## src/hdl/bvwm_pkg.sv

```systemverilog
// ----------------------------------------------------------------------------
// bvwm_pkg
// Shared types and constants for the battery voltage warning monitor:
// field widths, divider sizing, controller states and the command/status
// structs between controller and datapath.
// ----------------------------------------------------------------------------
package bvwm_pkg;

	// ADC full-scale code; valid range 255..65535
	localparam int ADC_FULL_SCALE = 1023;

	localparam int RAW_W = 10;
	localparam int V_W   = 8;
	localparam int CNT_W = 6;

	localparam int CHECK_DELAY    = 10;
	localparam int LOW_PAUSE      = 50;
	localparam int CRITICAL_PAUSE = 5;
	localparam int PAUSE_RANGE    = LOW_PAUSE - CRITICAL_PAUSE;
	localparam int COUNT_MAX      = (1 << CNT_W) - 1;
	localparam int SMOOTH_WEIGHT  = 9;
	localparam int SMOOTH_DIV     = 10;

	localparam logic [V_W-1:0] CAL_RESET  = 8'd255;
	localparam logic [V_W-1:0] LOW_RESET  = 8'd105;
	localparam logic [V_W-1:0] CRIT_RESET = 8'd100;

	// divisor width follows the full-scale constant (at least 8 bits)
	localparam int DVS_W = $clog2(ADC_FULL_SCALE + 1);

	// dividend widths of the three divisions
	localparam int PROD_W = RAW_W + V_W;
	// scaled sample never exceeds the raw code since full scale >= 255
	localparam int SCALED_W = RAW_W;
	localparam int SUM_W = $clog2((1 << RAW_W) + SMOOTH_WEIGHT * 255);
	localparam int LVL_W = $clog2(PAUSE_RANGE * 255 + 1);

	// radix-4: two quotient bits per cycle
	localparam int SCALE_STEPS  = (PROD_W + 1) / 2;
	localparam int SMOOTH_STEPS = (SUM_W + 1) / 2;
	localparam int RANGE_STEPS  = (LVL_W + 1) / 2;
	localparam int DIV_W        = 2 * SCALE_STEPS;
	localparam int STEP_W       = $clog2(SCALE_STEPS + 1);

	typedef enum logic [1:0] {
		REG_CAL  = 2'd0,
		REG_LOW  = 2'd1,
		REG_CRIT = 2'd2
	} cfg_reg_t;

	typedef enum logic [3:0] {
		ST_IDLE,
		ST_SCALE,
		ST_SMOOTH_LD,
		ST_SMOOTH,
		ST_FILT,
		ST_CHECK,
		ST_RANGE,
		ST_RELOAD,
		ST_FINISH
	} state_t;

	typedef enum logic [2:0] {
		CNT_HOLD,
		CNT_DEC,
		CNT_CHECK_DELAY,
		CNT_MIN_PAUSE,
		CNT_QUOT
	} cnt_op_t;

	typedef struct packed {
		logic    load_in;
		logic    div_step;
		logic    load_smooth;
		logic    upd_filt;
		logic    load_range;
		cnt_op_t cnt_op;
		logic    out_load;
	} cmd_t;

	typedef struct packed {
		logic div_last;
		logic cnt_zero;
		logic above_low;
		logic range_zero;
		logic out_free;
	} sts_t;

endpackage

```

## src/hdl/battery_voltage_warning_monitor_unit.sv

```systemverilog
// ----------------------------------------------------------------------------
// battery_voltage_warning_monitor_unit
// Scales and smooths battery ADC samples and paces low-voltage beep requests.
//
// channel | direction | handshake            | payload
// --------+-----------+----------------------+-------------------------------
// in      | sink      | in_valid / in_ready  | raw_sample[9:0]
// out     | source    | out_valid / out_ready| smoothed_voltage[7:0], buzz_request
// cfg     | sink      | cfg_valid / cfg_ready| cfg_index[1:0], cfg_data[7:0]
//
// One sample at a time: a new sample is accepted only after the current one
// has been handed to the output register. The shared radix-4 divider serves
// the full-scale scaling, the /10 filter and the pause division in turn.
// The result sits in an output register, so a sample can be taken while the
// previous beat waits; a stalled output holds the sequencer in its last state.
// Reset is immediate; cfg_ready is always high.
// ----------------------------------------------------------------------------
module battery_voltage_warning_monitor_unit (
	input  logic                        clk,
	input  logic                        arst_n,
	input  logic                        in_valid,
	output logic                        in_ready,
	input  logic [bvwm_pkg::RAW_W-1:0]  raw_sample,
	output logic                        out_valid,
	input  logic                        out_ready,
	output logic [bvwm_pkg::V_W-1:0]    smoothed_voltage,
	output logic                        buzz_request,
	input  logic                        cfg_valid,
	output logic                        cfg_ready,
	input  logic [1:0]                  cfg_index,
	input  logic [bvwm_pkg::V_W-1:0]    cfg_data
);
	import bvwm_pkg::*;

	cmd_t cmd;
	sts_t sts;

	assign cfg_ready = 1'b1;

	bvwm_ctrl u_ctrl (
		.clk      (clk),
		.arst_n   (arst_n),
		.in_valid (in_valid),
		.in_ready (in_ready),
		.cmd      (cmd),
		.sts      (sts)
	);

	bvwm_dp u_dp (
		.clk              (clk),
		.arst_n           (arst_n),
		.raw_sample       (raw_sample),
		.cfg_valid        (cfg_valid),
		.cfg_index        (cfg_index),
		.cfg_data         (cfg_data),
		.cmd              (cmd),
		.sts              (sts),
		.out_valid        (out_valid),
		.out_ready        (out_ready),
		.smoothed_voltage (smoothed_voltage),
		.buzz_request     (buzz_request)
	);

	// result only moves into a free output register
	a_out_load_free: assert property (@(posedge clk) disable iff (!arst_n)
		cmd.out_load |-> sts.out_free)
		else $error("output register overwritten");

	// one sample in flight
	a_one_in_flight: assert property (@(posedge clk) disable iff (!arst_n)
		(in_valid && in_ready) |=> !in_ready)
		else $error("second sample accepted while busy");

	// pause division only when the countdown expired at or below the low threshold with a nonzero range
	a_range_div: assert property (@(posedge clk) disable iff (!arst_n)
		cmd.load_range |-> (sts.cnt_zero && !sts.above_low && !sts.range_zero))
		else $error("pause division started without a warning");

	// a finished item reaches the output in the cycle after the load
	a_out_after_load: assert property (@(posedge clk) disable iff (!arst_n)
		cmd.out_load |=> out_valid)
		else $error("loaded result not presented");

endmodule

```

## src/hdl/bvwm_ctrl.sv

```systemverilog
// ----------------------------------------------------------------------------
// bvwm_ctrl
// Sequencer: steps one sample through scaling, smoothing, the countdown
// check and the optional pause division, then hands the result off.
// ----------------------------------------------------------------------------
module bvwm_ctrl (
	input  logic            clk,
	input  logic            arst_n,
	input  logic            in_valid,
	output logic            in_ready,
	output bvwm_pkg::cmd_t  cmd,
	input  bvwm_pkg::sts_t  sts
);
	import bvwm_pkg::*;

	state_t state_q;
	state_t state_d;

	always_ff @(posedge clk or negedge arst_n) begin
		if (!arst_n) begin
			state_q <= ST_IDLE;
		end else begin
			state_q <= state_d;
		end
	end

	always_comb begin
		state_d  = state_q;
		cmd      = '0;
		cmd.cnt_op = CNT_HOLD;
		in_ready = 1'b0;
		case (state_q)
			ST_IDLE: begin
				in_ready = 1'b1;
				if (in_valid) begin
					cmd.load_in = 1'b1;
					state_d     = ST_SCALE;
				end
			end
			ST_SCALE: begin
				cmd.div_step = 1'b1;
				if (sts.div_last) begin
					state_d = ST_SMOOTH_LD;
				end
			end
			ST_SMOOTH_LD: begin
				cmd.load_smooth = 1'b1;
				state_d         = ST_SMOOTH;
			end
			ST_SMOOTH: begin
				cmd.div_step = 1'b1;
				if (sts.div_last) begin
					state_d = ST_FILT;
				end
			end
			ST_FILT: begin
				cmd.upd_filt = 1'b1;
				state_d      = ST_CHECK;
			end
			ST_CHECK: begin
				if (!sts.cnt_zero) begin
					cmd.cnt_op = CNT_DEC;
					state_d    = ST_FINISH;
				end else if (sts.above_low) begin
					cmd.cnt_op = CNT_CHECK_DELAY;
					state_d    = ST_FINISH;
				end else if (sts.range_zero) begin
					cmd.cnt_op = CNT_MIN_PAUSE;
					state_d    = ST_FINISH;
				end else begin
					cmd.load_range = 1'b1;
					state_d        = ST_RANGE;
				end
			end
			ST_RANGE: begin
				cmd.div_step = 1'b1;
				if (sts.div_last) begin
					state_d = ST_RELOAD;
				end
			end
			ST_RELOAD: begin
				cmd.cnt_op = CNT_QUOT;
				state_d    = ST_FINISH;
			end
			ST_FINISH: begin
				if (sts.out_free) begin
					cmd.out_load = 1'b1;
					state_d      = ST_IDLE;
				end
			end
			default: begin
				state_d = ST_IDLE;
			end
		endcase
	end

endmodule

```

## src/hdl/bvwm_dp.sv

```systemverilog
// ----------------------------------------------------------------------------
// bvwm_dp
// Datapath: config registers, shared radix-4 restoring divider, filter and
// countdown state, warning flag and the output register.
// ----------------------------------------------------------------------------
module bvwm_dp (
	input  logic                        clk,
	input  logic                        arst_n,
	input  logic [bvwm_pkg::RAW_W-1:0]  raw_sample,
	input  logic                        cfg_valid,
	input  logic [1:0]                  cfg_index,
	input  logic [bvwm_pkg::V_W-1:0]    cfg_data,
	input  bvwm_pkg::cmd_t              cmd,
	output bvwm_pkg::sts_t              sts,
	output logic                        out_valid,
	input  logic                        out_ready,
	output logic [bvwm_pkg::V_W-1:0]    smoothed_voltage,
	output logic                        buzz_request
);
	import bvwm_pkg::*;

	logic [V_W-1:0]    cal_q;
	logic [V_W-1:0]    low_q;
	logic [V_W-1:0]    crit_q;
	logic [V_W-1:0]    filt_q;
	logic [CNT_W-1:0]  cnt_q;
	logic              buzz_q;
	logic              out_valid_q;
	logic [STEP_W-1:0] steps_q;
	logic [V_W-1:0]    out_v_q;
	logic              out_buzz_q;

	logic [DIV_W-1:0]  dvd_q;
	logic [DIV_W-1:0]  quo_q;
	logic [DVS_W-1:0]  rem_q;
	logic [DVS_W-1:0]  dvs_q;

	// divider step, two bits
	logic [DVS_W:0]    r1;
	logic [DVS_W:0]    r2;
	logic [DVS_W-1:0]  rem1;
	logic [DVS_W-1:0]  rem2;
	logic              q1;
	logic              q2;

	logic [PROD_W-1:0] prod;
	logic [SUM_W-1:0]  sum;
	logic [V_W-1:0]    level;
	logic [V_W-1:0]    range_v;
	logic [LVL_W-1:0]  lvl_prod;
	logic [V_W-1:0]    filt_sat;
	logic [CNT_W:0]    pause;
	logic [CNT_W-1:0]  reload;

	always_comb begin
		r1   = {rem_q, dvd_q[DIV_W-1]};
		q1   = r1 >= {1'b0, dvs_q};
		rem1 = q1 ? DVS_W'(r1 - {1'b0, dvs_q}) : r1[DVS_W-1:0];
		r2   = {rem1, dvd_q[DIV_W-2]};
		q2   = r2 >= {1'b0, dvs_q};
		rem2 = q2 ? DVS_W'(r2 - {1'b0, dvs_q}) : r2[DVS_W-1:0];
	end

	assign prod     = PROD_W'(raw_sample) * PROD_W'(cal_q);
	assign sum      = SUM_W'(quo_q[SCALED_W-1:0]) + SUM_W'(filt_q) * SUM_W'(SMOOTH_WEIGHT);
	assign range_v  = low_q - crit_q;
	assign level    = (filt_q > crit_q) ? filt_q - crit_q : '0;
	assign lvl_prod = LVL_W'(level) * LVL_W'(PAUSE_RANGE);
	assign filt_sat = (|quo_q[DIV_W-1:V_W]) ? '1 : quo_q[V_W-1:0];
	assign pause    = {1'b0, quo_q[CNT_W-1:0]} + (CNT_W+1)'(CRITICAL_PAUSE);
	assign reload   = ((|quo_q[DIV_W-1:CNT_W]) || pause[CNT_W]) ?
		CNT_W'(COUNT_MAX) : pause[CNT_W-1:0];

	assign sts.div_last   = (steps_q == STEP_W'(1));
	assign sts.cnt_zero   = (cnt_q == '0);
	assign sts.above_low  = (filt_q > low_q);
	assign sts.range_zero = (range_v == '0);
	assign sts.out_free   = !out_valid_q || out_ready;

	// control state
	always_ff @(posedge clk or negedge arst_n) begin
		if (!arst_n) begin
			cal_q       <= CAL_RESET;
			low_q       <= LOW_RESET;
			crit_q      <= CRIT_RESET;
			filt_q      <= LOW_RESET;
			cnt_q       <= CNT_W'(LOW_PAUSE);
			out_valid_q <= 1'b0;
			steps_q     <= '0;
		end else begin
			if (cfg_valid) begin
				case (cfg_index)
					REG_CAL:  cal_q  <= cfg_data;
					REG_LOW:  low_q  <= cfg_data;
					REG_CRIT: crit_q <= cfg_data;
					default:  ;
				endcase
			end
			if (cmd.load_in) begin
				steps_q <= STEP_W'(SCALE_STEPS);
			end else if (cmd.load_smooth) begin
				steps_q <= STEP_W'(SMOOTH_STEPS);
			end else if (cmd.load_range) begin
				steps_q <= STEP_W'(RANGE_STEPS);
			end else if (cmd.div_step) begin
				steps_q <= steps_q - STEP_W'(1);
			end
			if (cmd.upd_filt) begin
				filt_q <= filt_sat;
			end
			case (cmd.cnt_op)
				CNT_DEC:         cnt_q <= cnt_q - CNT_W'(1);
				CNT_CHECK_DELAY: cnt_q <= CNT_W'(CHECK_DELAY);
				CNT_MIN_PAUSE:   cnt_q <= CNT_W'(CRITICAL_PAUSE);
				CNT_QUOT:        cnt_q <= reload;
				default:         ;
			endcase
			if (cmd.out_load) begin
				out_valid_q <= 1'b1;
			end else if (out_ready) begin
				out_valid_q <= 1'b0;
			end
		end
	end

	// divider and result payload
	always_ff @(posedge clk) begin
		if (cmd.load_in) begin
			dvd_q <= DIV_W'(prod) << (DIV_W - 2 * SCALE_STEPS);
			dvs_q <= DVS_W'(ADC_FULL_SCALE);
			rem_q <= '0;
			quo_q <= '0;
		end else if (cmd.load_smooth) begin
			dvd_q <= DIV_W'(sum) << (DIV_W - 2 * SMOOTH_STEPS);
			dvs_q <= DVS_W'(SMOOTH_DIV);
			rem_q <= '0;
			quo_q <= '0;
		end else if (cmd.load_range) begin
			dvd_q <= DIV_W'(lvl_prod) << (DIV_W - 2 * RANGE_STEPS);
			dvs_q <= DVS_W'(range_v);
			rem_q <= '0;
			quo_q <= '0;
		end else if (cmd.div_step) begin
			dvd_q <= dvd_q << 2;
			rem_q <= rem2;
			quo_q <= {quo_q[DIV_W-3:0], q1, q2};
		end
		// any countdown action settles this beat's warning flag
		if (cmd.cnt_op != CNT_HOLD) begin
			buzz_q <= (cmd.cnt_op == CNT_MIN_PAUSE) || (cmd.cnt_op == CNT_QUOT);
		end
		if (cmd.out_load) begin
			out_v_q    <= filt_q;
			out_buzz_q <= buzz_q;
		end
	end

	assign out_valid        = out_valid_q;
	assign smoothed_voltage = out_v_q;
	assign buzz_request     = out_buzz_q;

endmodule

```

## config.mk

```make
export PLATFORM = sky130hd
export DESIGN_NAME = battery_voltage_warning_monitor_unit
export DESIGN_NICKNAME = d
export VERILOG_FILES = /design/src/hdl/bvwm_pkg.sv /design/src/hdl/battery_voltage_warning_monitor_unit.sv /design/src/hdl/bvwm_ctrl.sv /design/src/hdl/bvwm_dp.sv
export SDC_FILE = /design/constraint.sdc
export NUM_CORES = 1
export LEC_CHECK = 0
export BUFFER_PORTS_ARGS = -buffer_cell sky130_fd_sc_hd__buf_2
export CORE_MARGIN = 4
export CORE_UTILIZATION = 30
export CTS_CLUSTER_SIZE = 40
export DETAILED_ROUTE_END_ITERATION = 6
export GPL_ROUTABILITY_DRIVEN = 0
export PLACE_DENSITY_LB_ADDON = 0.08
export RECOVER_POWER = 25
export REMOVE_ABC_BUFFERS = 1
export SYNTH_ARGS = -nofsm -noshare
export SYNTH_HDL_FRONTEND = slang
export SYNTH_HIERARCHICAL = 1
export SYNTH_SLANG_ARGS = --single-unit
```

## constraint.sdc

```tcl
create_clock -name clk -period 17.05 [get_ports clk]
set_input_delay 1.705 -clock clk [delete_from_list [all_inputs] [get_ports clk]]
set_output_delay 1.705 -clock clk [all_outputs]
set_load 0.1 [all_outputs]
```

After elaboration in Yosys (flattened, before gate mapping):

Cells that the tools add are included.

* bits in registers: 113
* input port bits: 25
* output and inout bits: 12
* word-level logic and storage cells: 116

* add/subtract/negate cells: 8
* $mul: 3
* magnitude comparators: 4
* eq/ne operators: 20
* muxes and demuxes: 43
* reduce and logical (&&, ||, !) cells: 22

Operators by type and width (number)
* 18-bit two-way mux: 4
* 4-bit two-way mux: 12
* 10-bit two-way mux: 4
* 4-bit one-hot mux with 9 select lines: 1
* 6-bit one-hot mux with 4 select lines: 1
* 11-bit by 10-bit >= comparator with 1-bit output: 2
* 10-bit subtractor: 2
* 10-bit by 8-bit multiplier with 18-bit output: 1
* 4-bit by 3-bit equality test with 1-bit output (second input constant): 4
* 8-bit greater-than comparator: 2
* 8-bit two-way mux: 2
* 8-bit subtractor: 2
* 8-bit by 6-bit multiplier with 14-bit output (second input constant): 1
* 1-bit two-way mux: 14
* 10-bit by 12-bit adder with 12-bit output: 1
* 8-bit by 4-bit multiplier with 12-bit output (second input constant): 1
* 12-bit OR reduction: 1
* 2-bit != test (second input constant): 5
* 10-bit OR reduction: 1
* 4-bit by 1-bit equality test with 1-bit output (second input constant): 2
* 4-bit by 2-bit equality test with 1-bit output (second input constant): 2
* 8-bit zero test: 1
* 4-bit nonzero test: 2
* 6-bit by 3-bit adder with 7-bit output (second input constant): 1
* 23 further kinds: 31

Depth between registers and ports, before layout:

* word-level depth: 9
* gate-level depth with buffers: 24
* depth with buffers taken out: 24

Hierarchy:

The synthesis kept the hierarchy.

Modules (own cells, without submodules)
* bvwm_dp: instances 1, cells an instance 1180, area an instance 10659.0 um2, sequential area each 2685.1 um2
* bvwm_ctrl: instances 1, cells an instance 45, area an instance 370.4 um2, sequential area each 100.1 um2
* battery_voltage_warning_monitor_unit: instances 1, cells an instance 2, area an instance 11.3 um2, sequential area each 0.0 um2

Worst setup path after synthesis:

Ideal clock, no wire load.

* path type: input to register
* from: input port raw_sample[1] in the netlist's numbering
* to: register u_dp.dvd_q[16], data pin
* setup time: 0.273 ns
* arrival: 5.523 ns
* data required time: 16.777 ns
* path slack: 11.254 ns
* cell stages on the path: 15
* buffers on the path: 0
* cell sequence: and2_1 -> fa_1 -> fa_1 -> inv_1 -> fa_1 -> fa_1 -> inv_1 -> ha_1 -> and2_1 -> a311o_1 -> a211oi_1 -> o21ai_0 -> a21oi_1 -> xor2_1 -> a22oi_1

* cells in the longest elaborated chain, start to end: 2

RTL lines
* start, declared: line battery_voltage_warning_monitor_unit.sv:23 `input logic [bvwm_pkg::RAW_W-1:0] raw_sample,`
* 10-bit by 8-bit multiplier with 18-bit output: line bvwm_dp.sv:64 `assign prod = PROD_W'(raw_sample) * PROD_W'(cal_q);`
* 18-bit two-way mux: line bvwm_dp.sv:128 `if (cmd.load_in) begin`
* end signal, assigned: line bvwm_dp.sv:129 `dvd_q <= DIV_W'(prod) << (DIV_W - 2 * SCALE_STEPS);`
* end signal, assigned: line bvwm_dp.sv:134 `dvd_q <= DIV_W'(sum) << (DIV_W - 2 * SMOOTH_STEPS);`
* end signal, assigned: line bvwm_dp.sv:139 `dvd_q <= DIV_W'(lvl_prod) << (DIV_W - 2 * RANGE_STEPS);`
* end, declared: line bvwm_dp.sv:33 `logic [DIV_W-1:0] dvd_q;`

Every way passes these cells.
A chain may end at the register's enable or synchronous reset.

Worst setup path in the final report:

* from: register u_dp.filt_q[0]
* to: register u_dp.dvd_q[16], data pin

* cells in the longest elaborated chain, start to end: 7
* elaborated cells on any way between the ends: 13
* those cells by class: add/sub: 2; mul: 2; order compare: 2; mux: 7

RTL lines
* start, declared: line bvwm_dp.sv:25 `logic [V_W-1:0] filt_q;`
* start signal, assigned: line bvwm_dp.sv:109 `filt_q <= filt_sat;`
* parallel branches: the longest is 5 deep, another holds 8-bit by 6-bit multiplier with 14-bit output
* 18-bit two-way mux *: line bvwm_dp.sv:133 `end else if (cmd.load_smooth) begin`
* 18-bit two-way mux *: line bvwm_dp.sv:128

Every way passes the cells marked *.

==> key figures <==
Status
  • Outcome: complete, but fails checks
  • Violated checks: capacitance limit, slew limit

Drt
  • Routed Antenna Nets: 0
  • DR vias: 8365
  • Drt pass-1 iters: 5
  • Post-Route WL: 28800 µm
  • Routed wire per std cell: 16.8 µm
  • DR iter-0 viols: 358
  • Vias per inst: 4.87
  • Remaining DRCs: 0

Critical path
  • Crit-path cells: inv_1 > ha_1 > fa_1 > nor2b_1 > o21ai_0 > a21boi_1 > o31ai_1 > a221oi_2 > and2_1 > ha_1 > fa_1 > inv_1 > fa_1 > inv_1 > ha_1 > nor2b_1 > o21ai_0 > a21oi_1 > o41ai_1 > xnor2_1 > a221oi_1 > a22oi_1
  • Crit path DAT: 6400 ps
  • Worst Path Required: 17150 ps
  • Max stage delay cell, worst path: a221oi_2
  • Setup CP Type: reg -> reg
  • CP Launch Type: flop
  • CP Max Fanout: 15
  • Critical path endpoint category: flop
  • Max stage delay on crit path: 740 ps

Clock network
  • Cts hold-fix bufs: 0
  • TritonCTS buffer count: 9
  • TritonCTS Sinks: 112
  • Post-CTS setup buffers: 0
  • Worst-Skew Late Latency: 380 ps
  • Max Root-Sink Buffers: 2
  • CTS tree: done
  • Htree depth: 3
  • Post-CTS resize count: 0
  • Clk root buf: clkbuf_16
  • Clock slew at reported path FFs: 80 ps

Floorplanning
  • Die Ht: 200 µm
  • Floorplan Core Area: 0.0364 mm²
  • Row cnt: 70
  • Starting Density: 0.303
  • Die area: 0.0399 mm²
  • Num ports: 37
  • DIE WIDTH: 200 µm

Timing
  • Fmax achieved: 159 MHz
  • RSZ-0062 raised after global routing: false
  • Clock skew: 15.7 ps
  • Least-Margin Pin Slew: 2800 ps
  • Final setup viols: 0
  • Final TNS setup: 0 ps
  • Final hold violation count: 0
  • Max Transition Viols Final: 48
  • Post-route minimum period: 6300 ps
  • Headroom to the max-slew limit: -0.867
  • Final period util: 0.369

Logic synthesis
  • Syn Std Cell Area: 0.0110 mm²
  • Sequential area share after synthesis: 0.252
  • Number of synthesized flops with an enable pin: 28
  • Synth Area per Inst: 9.00 µm²
  • Largest area contributor in the netlist: ha_1
  • Fraction of the mapped netlist area in compound gates: 0.145
  • Unique cell type count in the Yosys netlist: 78
  • Ys Warns: 6
  • Synth Area in Adders: 0.266
  • Register bit count reported by yosys: 112
  • Syn Inst Count: 1227
  • Most used DFF post-synth: dfxtp_1
  • Largest family of logic cells by synthesized area: adder cells
  • Ys async rst share: 0.420
  • Post-synthesis mux area share: 0.0623
  • Area share of the largest cell type after synthesis: 0.143
  • XOR/XNOR Fraction of Synth Area: 0.0441
  • Synth Area in Simple Gates: 0.162
  • Top cells by area, synth: ha_1 14%, fa_1 12%, edfxtp_1 7.6%

Global route
  • Total gr overflow: 0
  • Vias in the first global route: 8545
  • Initial antenna violation count: 0
  • Gr usage total: 0.148
  • Global-route wire length before repair: 46800 µm
  • Largest net degree at the start of global routing: 48

Cells and area
  • Nets: 1464
  • Sequential Area: 0.00279 mm²
  • Area of the multi-input gates: 0.00753 mm²
  • Syn-to-layout area delta: 9.13%
  • Antenna cells: 0
  • Layout cells sized above 1: 0.102
  • # fillers: 3891

Job
  • Max cap viols: 1

Hold path
  • Hold crit path type: reg -> reg

Placement
  • Post-detail-place hpwl: 23100 µm
  • Port buffer count: 35
## registers in the layout, summed over array words and instances (netlist names), 8 cells and up
name and cells:
u_dp/cal_q 8, u_dp/crit_q 8, u_dp/dvd_q 18, u_dp/dvs_q 9, u_dp/filt_q 8, u_dp/low_q 8, u_dp/quo_q 18, u_dp/rem_q 10
u_dp/smoothed_voltage 8
## kinds of logic after synthesis
logic type / after synthesis
compound gates: 253
xor+xnor: 54
other cells: 1
simple gates: 356
buf+inv: 193
flops: 112
mux: 64
fa+ha+maj: 194
## critical path: cells and delay by family (launching register included)
family,cells,cell delay [ps]
AOI/OAI and AO/OA,9,2320
xor gates and xnor gates,1,130
adders and majority gates,6,2210
buffers and inverters,3,200
DFF,1,590
and+or+nand+nor,3,560
## cell usage after synthesis, types with 8 or more instances
master and instances:
inv_1 154, ha_1 126, nand2_1 98, nor2_1 82, o21ai_0 76, a21oi_1 72, fa_1 68, and2_1 47
dfxtp_1 37, mux2_2 34, mux2i_1 29, edfxtp_1 28, xnor2_1 28, clkbuf_1 27, dfrtp_1 25, nand3_1 25
xor2_1 25, dfstp_2 22, nor2b_1 20, nand2b_1 19, a21o_1 18, nor3_1 18, o21a_1 9, nand3b_1 8
nand4_1 8
## path summary, 6_finish.rpt
check                                           start                          end  slack [ps]  cells past startpoint
setup / recovery           u_dp/filt_q[0]$_DFFE_PN1P_     u_dp/dvd_q[16]$_DFFE_PP_       10750                     22
min in group asynchronous                      arst_n  u_dp/steps_q[1]$_DFFE_PN0P_        2300                      2
hold reg to reg                 u_dp/buzz_q$_DFFE_PP_  u_dp/buzz_request$_DFFE_PP_         430                      0
hold / removal                  u_dp/buzz_q$_DFFE_PP_  u_dp/buzz_request$_DFFE_PP_         430                      0
max in group asynchronous                      arst_n   u_dp/crit_q[0]$_DFFE_PN0P_       13140                      2
setup reg to reg           u_dp/filt_q[0]$_DFFE_PN1P_     u_dp/dvd_q[16]$_DFFE_PP_       10750                     22
## cell usage in the layout, fill, tap and decap left out, drive strengths merged, types with 6 or more instances in the layout
cell | Yosys | final
xnor2 | 28 | 28
xor2 | 25 | 25
a21boi | 9 | 9
o21a | 9 | 9
ha | 126 | 126
nor2b | 20 | 20
a21o | 18 | 18
mux2 | 35 | 35
buf | 12 | 44
o21ai | 79 | 79
mux2i | 29 | 29
a21oi | 73 | 73
dfrtp | 25 | 25
fa | 68 | 68
and2 | 47 | 47
dfstp | 22 | 22
nor3 | 18 | 18
a211oi | 6 | 6
dfxtp | 37 | 37
inv | 154 | 157
nor2 | 83 | 83
nand4 | 8 | 8
clkbuf | 27 | 14
a221o | 7 | 7
nand3b | 8 | 8
nand2b | 20 | 20
nand3 | 25 | 25
edfxtp | 28 | 28
o31ai | 8 | 8
nand2 | 98 | 98
## metrics by stage
stage / cells / cell area, µm² / hold slack (ps) / util / setup slack (ps)
5_1_grt: 1718 / 12000 / 431 / 0.331 / 10310
2_1_floorplan: 1188 / 10900 / 400 / - / 11230
4_1_cts: 1718 / 12100 / 426 / 0.331 / 10800
6_report: 1718 / 12000 / 425 / 0.331 / 10750
3_3_place_gp: 1702 / 11700 / 402 / 0.322 / 10740
3_5_place_dp: 1702 / 11700 / 406 / 0.322 / 10690
## per-layer routing
layer / vias to the layer above / part of all wire / GRT usage
met5: - / 0 / 0
met4: 0 / 0.0087 / 0.0252
li1: 4243 / - / -
met2: 69 / 0.48 / 0.254
met1: 4038 / 0.50 / 0.206
met3: 15 / 0.017 / 0.0161
## layout make-up
class	instances	area share
Multi-Input combinational cell	922	0.625
Timing Repair Buffer	46	0.0208
Sequential cell	112	0.231
Inverter	154	0.0480
Clock buffer	12	0.0231
Clock inverter	4	0.00322
Tap cell	468	0.0486
Power is left out: the tool's default activity adds up to more than one toggle a clock period on the data nets, which glitch-free logic cannot reach.
